## src/rtl/core/pcxrle_pkg.sv

```systemverilog
// Shared types and constants of the PCX run-length line encoder.
// Used by the front, queue, back and top-level modules; depends on nothing.
`default_nettype none

package pcxrle_pkg;

   localparam int unsigned PixelW = 8;
   localparam int unsigned CountW = 6;

   localparam logic [CountW-1:0] MaxRun  = 6'd63;
   localparam logic [PixelW-1:0] RepMark = 8'hC0;

   // One accepted pixel's work: an optional flush of the old run (a_*) and,
   // at the end of a line, the flush of the run that is pending then (b_*).
   typedef struct packed {
      logic              a_vld;
      logic [PixelW-1:0] a_val;
      logic [CountW-1:0] a_cnt;
      logic              b_vld;
      logic [PixelW-1:0] b_val;
      logic [CountW-1:0] b_cnt;
   } run_pair_type;

   // Queue status seen by the front and back.
   typedef struct packed {
      logic full;
      logic empty;
   } q_stat_type;

   // A run needs a repeat byte unless it is one pixel with the top bits clear.
   function automatic logic needs_rep(input logic [PixelW-1:0] val,
                                      input logic [CountW-1:0] cnt);
      needs_rep = (cnt != CountW'(1)) || ((val & RepMark) != '0);
   endfunction

endpackage

`default_nettype wire

```

## src/rtl/core/pcx_rle_line_encoder_core.sv

```systemverilog
// Top level of the PCX run-length line encoder: front, work queue, back.
// Depends on pcxrle_pkg, pcxrle_front, pcxrle_queue and pcxrle_back.
`default_nettype none

// Channel   Ports                           Payload (low bit first)
// req       req_tvalid/tready/tdata/tlast   tdata[7:0] pixel; tlast last_in_line
// rsp       rsp_tvalid/tready/tdata/tuser/  tdata[7:0] code_byte; tuser last;
//           tlast                           tlast line_done
//
// A pixel is taken each cycle while the work queue has room; the front keeps
// the pending run and queues flush work only for pixels that end a run.
// The back sends one code byte a cycle while rsp is ready; an item makes 1 to 4
// bytes (2 per pixel when every pixel is a lone value with high bits set).
// An item's first byte passes through the queue, cur_ff and the output register.
// Reset is synchronous and empties the run state, queue and output stage.
// A stall on rsp fills the queue and only then drops req_tready.

module pcx_rle_line_encoder_core #(
   parameter int unsigned QueueDepth = 4
) (
   input  wire         clock,
   input  wire         reset,
   input  wire         req_tvalid,
   output logic        req_tready,
   input  wire  [7:0]  req_tdata,    // [7:0] pixel
   input  wire         req_tlast,    // last_in_line
   output logic        rsp_tvalid,
   input  wire         rsp_tready,
   output logic [7:0]  rsp_tdata,    // [7:0] code_byte
   output logic        rsp_tuser,    // last: final byte caused by one item
   output logic        rsp_tlast     // line_done: final byte of a scan line
);
   import pcxrle_pkg::*;

   run_pair_type push_entry;
   run_pair_type head_entry;
   q_stat_type   q_stat;
   logic         push, pop;

   // run tracking and classification
   pcxrle_front u_front (
      .clock      (clock),
      .reset      (reset),
      .req_tvalid (req_tvalid),
      .req_tready (req_tready),
      .req_tdata  (req_tdata),
      .req_tlast  (req_tlast),
      .q_stat     (q_stat),
      .q_push     (push),
      .q_entry    (push_entry)
   );

   // decouples pixel intake from byte output
   pcxrle_queue #(
      .Depth (QueueDepth)
   ) u_queue (
      .clock     (clock),
      .reset     (reset),
      .push      (push),
      .push_data (push_entry),
      .pop       (pop),
      .head      (head_entry),
      .stat      (q_stat)
   );

   // byte sequencer and output register
   pcxrle_back u_back (
      .clock      (clock),
      .reset      (reset),
      .q_head     (head_entry),
      .q_stat     (q_stat),
      .q_pop      (pop),
      .rsp_tvalid (rsp_tvalid),
      .rsp_tready (rsp_tready),
      .rsp_tdata  (rsp_tdata),
      .rsp_tuser  (rsp_tuser),
      .rsp_tlast  (rsp_tlast)
   );

endmodule

`default_nettype wire

```

## src/rtl/core/pcxrle_front.sv

```systemverilog
// Front end: accepts pixels, tracks the pending run and queues flush work.
// Depends on pcxrle_pkg.
`default_nettype none

module pcxrle_front (
   input  wire                         clock,
   input  wire                         reset,
   input  wire                         req_tvalid,
   output logic                        req_tready,
   input  wire  [7:0]                  req_tdata,   // [7:0] pixel
   input  wire                         req_tlast,   // last_in_line
   input  pcxrle_pkg::q_stat_type      q_stat,
   output logic                        q_push,
   output pcxrle_pkg::run_pair_type    q_entry
);
   import pcxrle_pkg::*;

   logic [PixelW-1:0] run_val_ff, run_val_in;
   logic [CountW-1:0] run_len_ff, run_len_in;
   logic              accept;
   logic              flush_a;
   logic              start;
   logic [PixelW-1:0] val_new;
   logic [CountW-1:0] len_new;

   assign req_tready = ~q_stat.full;
   assign accept     = req_tvalid & ~q_stat.full;

   always_comb begin
      flush_a = (run_len_ff != '0) &&
                ((req_tdata != run_val_ff) || (run_len_ff == MaxRun));
      start   = flush_a || (run_len_ff == '0);
      val_new = start ? req_tdata : run_val_ff;
      len_new = start ? CountW'(1) : run_len_ff + CountW'(1);

      q_entry.a_vld = flush_a;
      q_entry.a_val = run_val_ff;
      q_entry.a_cnt = run_len_ff;
      q_entry.b_vld = req_tlast;
      q_entry.b_val = val_new;
      q_entry.b_cnt = len_new;

      q_push = accept && (flush_a || req_tlast);

      run_val_in = run_val_ff;
      run_len_in = run_len_ff;
      if (accept) begin
         // run state clears at the end of every line
         run_val_in = req_tlast ? '0 : val_new;
         run_len_in = req_tlast ? '0 : len_new;
      end
   end

   always_ff @(posedge clock) begin
      if (reset) begin
         run_val_ff <= '0;
         run_len_ff <= '0;
      end else begin
         run_val_ff <= run_val_in;
         run_len_ff <= run_len_in;
      end
   end

endmodule

`default_nettype wire

```

## src/rtl/core/pcxrle_queue.sv

```systemverilog
// Short register queue of flush work between front and back.
// Depends on pcxrle_pkg.
`default_nettype none

module pcxrle_queue #(
   parameter int unsigned Depth = 4
) (
   input  wire                         clock,
   input  wire                         reset,
   input  wire                         push,
   input  pcxrle_pkg::run_pair_type    push_data,
   input  wire                         pop,
   output pcxrle_pkg::run_pair_type    head,
   output pcxrle_pkg::q_stat_type      stat
);
   import pcxrle_pkg::*;

   localparam int unsigned PtrW = (Depth > 1) ? $clog2(Depth) : 1;
   localparam int unsigned CntW = $clog2(Depth + 1);

   run_pair_type    slots_ff [Depth];
   logic [PtrW-1:0] wr_ptr_ff, wr_ptr_in;
   logic [PtrW-1:0] rd_ptr_ff, rd_ptr_in;
   logic [CntW-1:0] count_ff, count_in;
   logic            do_push, do_pop;

   assign stat.full  = (count_ff == CntW'(Depth));
   assign stat.empty = (count_ff == '0);
   assign do_push    = push & ~stat.full;
   assign do_pop     = pop & ~stat.empty;
   assign head       = slots_ff[rd_ptr_ff];

   always_comb begin
      wr_ptr_in = wr_ptr_ff;
      rd_ptr_in = rd_ptr_ff;
      count_in  = count_ff;
      if (do_push)
         wr_ptr_in = (wr_ptr_ff == PtrW'(Depth - 1)) ? '0 : wr_ptr_ff + PtrW'(1);
      if (do_pop)
         rd_ptr_in = (rd_ptr_ff == PtrW'(Depth - 1)) ? '0 : rd_ptr_ff + PtrW'(1);
      if (do_push && !do_pop)
         count_in = count_ff + CntW'(1);
      else if (do_pop && !do_push)
         count_in = count_ff - CntW'(1);
   end

   always_ff @(posedge clock) begin
      if (reset) begin
         wr_ptr_ff <= '0;
         rd_ptr_ff <= '0;
         count_ff  <= '0;
      end else begin
         wr_ptr_ff <= wr_ptr_in;
         rd_ptr_ff <= rd_ptr_in;
         count_ff  <= count_in;
      end
   end

   always_ff @(posedge clock) begin
      if (do_push)
         slots_ff[wr_ptr_ff] <= push_data;
   end

endmodule

`default_nettype wire

```

## src/rtl/core/pcxrle_back.sv

```systemverilog
// Back end: expands queued flush work into PCX code bytes, one a cycle,
// through a registered output stage, unless rsp stalls. Depends on pcxrle_pkg.
`default_nettype none

module pcxrle_back (
   input  wire                         clock,
   input  wire                         reset,
   input  pcxrle_pkg::run_pair_type    q_head,
   input  pcxrle_pkg::q_stat_type      q_stat,
   output logic                        q_pop,
   output logic                        rsp_tvalid,
   input  wire                         rsp_tready,
   output logic [7:0]                  rsp_tdata,   // [7:0] code_byte
   output logic                        rsp_tuser,   // last (final byte of an item)
   output logic                        rsp_tlast    // line_done
);
   import pcxrle_pkg::*;

   typedef enum logic [1:0] {PH_AREP, PH_AVAL, PH_BREP, PH_BVAL} phase_type;

   run_pair_type      cur_ff, cur_in;
   logic              cur_vld_ff, cur_vld_in;
   phase_type         ph_ff, ph_in;
   logic              out_vld_ff, out_vld_in;
   logic [PixelW-1:0] out_byte_ff, out_byte_in;
   logic              out_item_ff, out_item_in;
   logic              out_line_ff, out_line_in;

   logic              load, emit, done;
   phase_type         ph_next, ph_first;
   logic [PixelW-1:0] byte_now;

   always_comb begin
      load = ~out_vld_ff | rsp_tready;
      emit = cur_vld_ff & load;

      unique case (ph_ff)
         PH_AREP: byte_now = RepMark | PixelW'(cur_ff.a_cnt);
         PH_AVAL: byte_now = cur_ff.a_val;
         PH_BREP: byte_now = RepMark | PixelW'(cur_ff.b_cnt);
         PH_BVAL: byte_now = cur_ff.b_val;
         default: byte_now = cur_ff.b_val;
      endcase

      done    = 1'b0;
      ph_next = ph_ff;
      unique case (ph_ff)
         PH_AREP: ph_next = PH_AVAL;
         PH_AVAL: begin
            if (cur_ff.b_vld)
               ph_next = needs_rep(cur_ff.b_val, cur_ff.b_cnt) ? PH_BREP : PH_BVAL;
            else
               done = 1'b1;
         end
         PH_BREP: ph_next = PH_BVAL;
         PH_BVAL: done = 1'b1;
         default: done = 1'b1;
      endcase
      done = done & emit;

      if (q_head.a_vld)
         ph_first = needs_rep(q_head.a_val, q_head.a_cnt) ? PH_AREP : PH_AVAL;
      else
         ph_first = needs_rep(q_head.b_val, q_head.b_cnt) ? PH_BREP : PH_BVAL;

      q_pop = (~cur_vld_ff | done) & ~q_stat.empty;

      cur_in     = cur_ff;
      cur_vld_in = cur_vld_ff;
      ph_in      = ph_ff;
      if (~cur_vld_ff | done) begin
         cur_vld_in = ~q_stat.empty;
         if (~q_stat.empty) begin
            cur_in = q_head;
            ph_in  = ph_first;
         end
      end else if (emit) begin
         ph_in = ph_next;
      end

      out_vld_in  = out_vld_ff & ~rsp_tready;
      out_byte_in = out_byte_ff;
      out_item_in = out_item_ff;
      out_line_in = out_line_ff;
      if (emit) begin
         out_vld_in  = 1'b1;
         out_byte_in = byte_now;
         out_item_in = done;
         out_line_in = done & cur_ff.b_vld;
      end
   end

   always_ff @(posedge clock) begin
      if (reset) begin
         cur_vld_ff <= 1'b0;
         ph_ff      <= PH_AREP;
         out_vld_ff <= 1'b0;
      end else begin
         cur_vld_ff <= cur_vld_in;
         ph_ff      <= ph_in;
         out_vld_ff <= out_vld_in;
      end
      cur_ff      <= cur_in;
      out_byte_ff <= out_byte_in;
      out_item_ff <= out_item_in;
      out_line_ff <= out_line_in;
   end

   assign rsp_tvalid = out_vld_ff;
   assign rsp_tdata  = out_byte_ff;
   assign rsp_tuser  = out_item_ff;
   assign rsp_tlast  = out_line_ff;

endmodule

`default_nettype wire
```

## config.mk

```make
export PLATFORM = sky130hd
export DESIGN_NAME = pcx_rle_line_encoder_core
export DESIGN_NICKNAME = d
export VERILOG_FILES = /design/src/rtl/core/pcxrle_pkg.sv /design/src/rtl/core/pcx_rle_line_encoder_core.sv /design/src/rtl/core/pcxrle_front.sv /design/src/rtl/core/pcxrle_queue.sv /design/src/rtl/core/pcxrle_back.sv
export SDC_FILE = /design/constraint.sdc
export NUM_CORES = 1
export LEC_CHECK = 0
export BUFFER_PORTS_ARGS = -buffer_cell sky130_fd_sc_hd__buf_2
export CORE_ASPECT_RATIO = 0.6
export CORE_MARGIN = 2
export CORE_UTILIZATION = 35
export DETAILED_ROUTE_END_ITERATION = 6
export PLACE_DENSITY = 0.55
export SLEW_MARGIN = 10
export SYNTH_ARGS = -nofsm -noshare
export SYNTH_HDL_FRONTEND = slang
export SYNTH_SLANG_ARGS = --single-unit
```

## constraint.sdc

```tcl
create_clock -name clock -period 5.11 [get_ports clock]
set_clock_uncertainty 0.15 [all_clocks]
set_input_delay 1.022 -clock clock [delete_from_list [all_inputs] [get_ports clock]]
set_output_delay 1.022 -clock clock [all_outputs]
set_load 0.02 [all_outputs]
```

== Yosys cells after proc, flatten, opt, wreduce, memory -nomap -nowiden ==
Memories as Yosys holds them, arrays and structs flattened. A register that Yosys moved wholly into a read port is not among the register bits.
Cells that the tools add are included.

* Bits in writable memories: 120
* Bits of input ports: 13
* Register bits after elaboration: 64
* Memories: 1

* Bitwise operators: 15
* Add/subtract/negate cells: 5
* Reductions and logical operators: 24
* Equality and inequality tests: 13
* Multiplexer cells: 25

{| class="wikitable"
|+ Memories
! name !! depth !! bits a word !! rd ports !! clocked after memory_dff !! write ports !! line !! source
|-
| u_queue.slots_ff || 4 || 30 || 1 || 1 || 1 || pcxrle_queue.sv:21 || <nowiki>run_pair_type slots_ff [Depth];</nowiki>
|}

{| class="wikitable"
|+ Operators with widths
! kind !! number
|-
| $pmux W8 S4 || 1
|-
| $reduce_bool A8 Y1 || 3
|-
| $mux W2 || 9
|-
| $ne A6 B1 Y1 const B || 3
|-
| $mux W8 || 2
|-
| $mux W6 || 2
|-
| $and A1 B1 Y1 || 8
|-
| $eq A2 B2 Y1 const B || 4
|-
| $ne A8 B8 Y1 || 1
|-
| $mux W1 || 7
|-
| $add A6 B1 Y6 const B || 1
|-
| $eq A6 B6 Y1 const B || 1
|-
| $logic_not A6 Y1 || 1
|-
| $logic_or A1 B1 Y1 || 6
|-
| $mux W3 || 2
|-
| $pmux W2 S3 || 1
|-
| $reduce_bool A6 Y1 || 1
|-
| $not A1 Y1 || 5
|-
| $add A2 B1 Y2 const B || 2
|-
| $logic_and A1 B1 Y1 || 4
|-
| $reduce_and A4 Y1 || 1
|-
| $reduce_bool A2 Y1 || 2
|-
| $reduce_bool A4 Y1 || 1
|-
| $add A3 B1 Y3 const B || 1
|-
| other kinds (11) || 13
|}

== Logic depth before layout (Yosys ltp) ==
* Word-level depth: 10
* Gate-level depth with buffers: 12

== By module ==
From an unflattened synthesis, not the netlist that was laid out.

* Cells, all modules: 434
* Area, all modules: 7489.7 µm²

{| class="wikitable"
|+ Modules (own cells, without submodules)
! module !! cells each !! seq. area each (µm²) !! area an instance (µm²) !! times used
|-
| pcxrle_queue || 206 || 3783.6 || 4808.4 || 1
|-
| pcxrle_back || 112 || 1251.2 || 1756.7 || 1
|-
| pcxrle_front || 116 || 280.3 || 924.6 || 1
|}

== Worst setup path before layout ==
Ideal clock, no wire load.

* Kind: input to register
* Start point: input port req_tdata[6]
* End point: register u_queue.count_ff[2]
* Buffers on the path: 1
* Path slack: 1939 ps
* Required time: 4889 ps
* Library setup time: 71 ps
* Data arrival time: 2951 ps
* Stages on the path: 11
* Cell sequence: xnor2_1 nand4_1 o31a_1 o21ba_2 clkbuf_1 ha_1 inv_1 fa_1 xor2_1 or3_1 a21oi_1

{| class="wikitable"
|+ RTL lines
! item !! line !! source
|-
| start: declaration || pcx_rle_line_encoder_core.sv:25 || <nowiki>input wire [7:0] req_tdata,</nowiki>
|-
| end signal: assignment || pcxrle_queue.sv:55 || <nowiki>count_ff <= count_in;</nowiki>
|-
| end: declaration || pcxrle_queue.sv:24 || <nowiki>logic [CntW-1:0] count_ff, count_in;</nowiki>
|}

==> impl_metrics.csv <==
group,metric,value,unit
pwr,p_total,4.42,mW
yosys,ys_ff_latch,186,
cells_and_area,drive_gt1_share,21.5,%
yosys,synth.area.top_cells,"edfxtp_1, dfxtp_1, mux4_2",
cells_and_area,fillers,1819,
drt,remaining_drc_errors,0,
grt,grt_max_degree,31,
clock_network,postCtsHoldBufs,0,
grt,grt_pass1_vias,3707,
yosys,synth_top_cell_area_share,65.1,%
clock_network,clk_pin_slew,0.07,ns
die,rows,40,
timing,final.min_clock_period,3.16,ns
timing,tightest_slew,0.887,ns
place,portBuffers,24,
place,gp_congestion,0.753,
clock_network,cts_tree,"yes",
timing,fmax,316,MHz
die,ios,25,
critical_path,worstPathRequired,5.31,ns
yosys,yosysMostFrequentCell,"edfxtp_1",
cells_and_area,multiInputGateArea,0.00184,mm^2
yosys,synth_warnings,0,
critical_path,path_class,"reg2reg",
yosys,yosysSeqAreaShare,72.4,%
yosys,synth_cells,413,
die,start_util,36.2,%
yosys,yosys.area.top_type,"edfxtp_1",
yosys,synth.distinct_cells,50,
die,die_h,116,um
drt,wl,14800,um
drt,ant_nets,0,
place,dp_hpwl,9520,um
clock_network,post-cts-setup-buffers,0,
pwr,p_leak,2.80,nW
timing,rsz0062_at_grt,"false",
grt,grt_pass1_wl,22600,um
timing,setup_violations,0,
drt,drtIter0Drc,320,
die,fp.dieW,191,um
timing,hold_viol_final,0,
drt,vias_per_cell,5.14,
clock_network,numCtsBuffers,17,
cells_and_area,area_delta_synth_final,13.4,%
timing,fin_setup_tns,0,ns
critical_path,worstPathArrival,3.37,ns
yosys,ys_top_cells_by_count,"edfxtp_1, dfxtp_1, nor2_1",
clock_network,clock_path_buffers,2,
grt,grt_overflow_total,0,
cells_and_area,register_area,0.00532,mm^2
clock_network,h-tree-depth,4,
critical_path,crit_chain,"ha_1, and3_1, and3_1, o31a_1, o21ba_2, ha_1, inv_1, fa_1, xor2_1, or3_1, a21oi_1",
cells_and_area,nets,465,
yosys,syn_nets,439,
run_status,status,"completed",
job,max_cap_violations,0,
critical_path,slowest_stage,"dfxtp_1",
timing,post-route-period-util,61.9,%
yosys,synth.avg_cell_area,17.8,um^2
timing,drv_slew,0,
critical_path,worst_setup_path_end_kind,"register",
yosys,syn_area,0.00734,mm^2
clock_network,root_buffer,"clkbuf_16",
yosys,synth_edf_count,159,
clock_network,clk_latency,0.43,ns
pwr,ir_worst_vdd,0.000281,V
critical_path,critPathLaunchType,"register",
grt,grtUsageTotal,14.5,%
yosys,async_flop_share,0,%
hold_path,holdCritPathClass,"reg2reg",
yosys,synth-main-ff-cell,"edfxtp_1",
critical_path,cpPeakStageDelay,0.49,ns
critical_path,critPathMaxFanout,9,
die,die_area,0.0222,mm^2
clock_network,cts.repair.resized,0,
grt,antenna_found_initial,0,
clock_network,cts_sinks,186,
die,core,0.0203,mm^2
drt,vias,3725,
pwr,power.density,531,mW/mm^2
drt,wl_per_cell,20.5,um
timing,slew_headroom,40.9,%
cells_and_area,num_antenna_cells,0,
drt,drt_pass1_iterations,5,
-- layout by cell type, fill, tap and decap left out, types with 4 or more instances in the layout --
master / instances
a32oi_1: 5
nand2_1: 7
buf_2: 24
a222oi_1: 6
mux4_2: 24
dfxtp_1: 25
nor2_1: 25
clkinvlp_4: 4
xor2_1: 5
buf_4: 9
mux4_1: 6
xnor2_1: 9
inv_1: 14
and2_1: 11
nor3b_1: 8
clkbuf_16: 17
and3_1: 4
edfxtp_1: 159
mux2i_1: 10
a21oi_1: 13
ha_1: 12
inv_6: 5
nor3_1: 4
-- registers in the layout (all words and copies together), names as in the netlist, named ones only --
| register | flops |
|---|---|
| u_queue.slots_ff | 120 |
| u_back.cur_ff | 29 |
| u_back.rsp_tdata | 8 |
| u_front.run_val_ff | 8 |
| u_front.run_len_ff | 6 |
| u_queue.count_ff | 3 |
| u_back.ph_ff | 2 |
| u_queue.rd_ptr_ff | 2 |
| u_queue.wr_ptr_ff | 2 |
| u_back.cur_vld_ff | 1 |
| u_back.rsp_tlast | 1 |
| u_back.rsp_tuser | 1 |
| u_back.rsp_tvalid | 1 |
-- kinds of logic (layout without fill, tap and decap cells) --
kind of cell             after synthesis  after routing  share of synthesized area [%]
adder cells (fa/ha/maj)               13             13                           2.32
XOR/XNOR                              14             14                           1.67
AND/OR/NAND/NOR                       81             81                           6.17
buffers and inverters                 41             80                           2.54
AO/OA/AOI/OAI                         37             37                           3.85
flip-flops                           186            186                           72.4
multiplexers                          41             41                           11.0
-- worst paths after layout --
kind | slack, ns | from | depth (start not counted) | to
worst min-delay path | 0.36 | u_queue.count_ff[2] | 2 | u_queue.count_ff[2]
worst max-delay path | 1.95 | u_front.run_len_ff[0] | 11 | u_queue.count_ff[2]
worst max register to register | 1.95 | u_front.run_len_ff[0] | 11 | u_queue.count_ff[2]
worst min register to register | 0.36 | u_queue.count_ff[2] | 2 | u_queue.count_ff[2]
-- report_power, final --
part           internal [mW]  switching [mW]  leakage, nW
Combinational          0.405           0.529        0.819
Sequential              2.00           0.206         1.70
Clock                  0.690           0.595        0.273
-- stage by stage --
| step | area (um^2) | instances | hold WS, ns | setup slack [ns] | utilization, % |
|---|---|---|---|---|---|
| 3_3_place_gp | 7740 | 693 | 0.330 | 1.63 | 38.2 |
| 3_5_place_dp | 7740 | 693 | 0.345 | 1.61 | 38.2 |
| 5_1_grt | 8320 | 725 | 0.388 | 1.69 | 41.1 |
| 4_1_cts | 8320 | 725 | 0.357 | 1.93 | 41.1 |
| 2_1_floorplan | 7340 | 413 | 0.311 | 1.94 | - |
| 6_report | 8320 | 725 | 0.359 | 1.95 | 41.1 |
-- layer usage --
layer,GRT usage (%),vias to the layer above,routed length (um)
met3,3.94,16,1010
met5,0,-,0
met1,22.0,1915,7530
met2,20.0,128,6110
li1,-,1666,-
met4,5.01,0,190
-- critical path, delay by kind of cell (launching register included) --
kind	cells	cell delay [ns]
buf+inv	1	0.06
fa+ha+maj	3	0.82
xor+xnor	1	0.17
simple gates	3	0.74
compound gates	3	0.64
flops	1	0.49
-- final cells by class --
type,count,area share [%]
clock inverter,15,1.86
timing repair buffer,33,2.26
clock buffer,17,5.11
multi-input combinational,186,22.1
inverter,15,0.677
tap,273,4.10
sequential,186,63.9
Note: power is estimated with default switching activity, not from simulation.
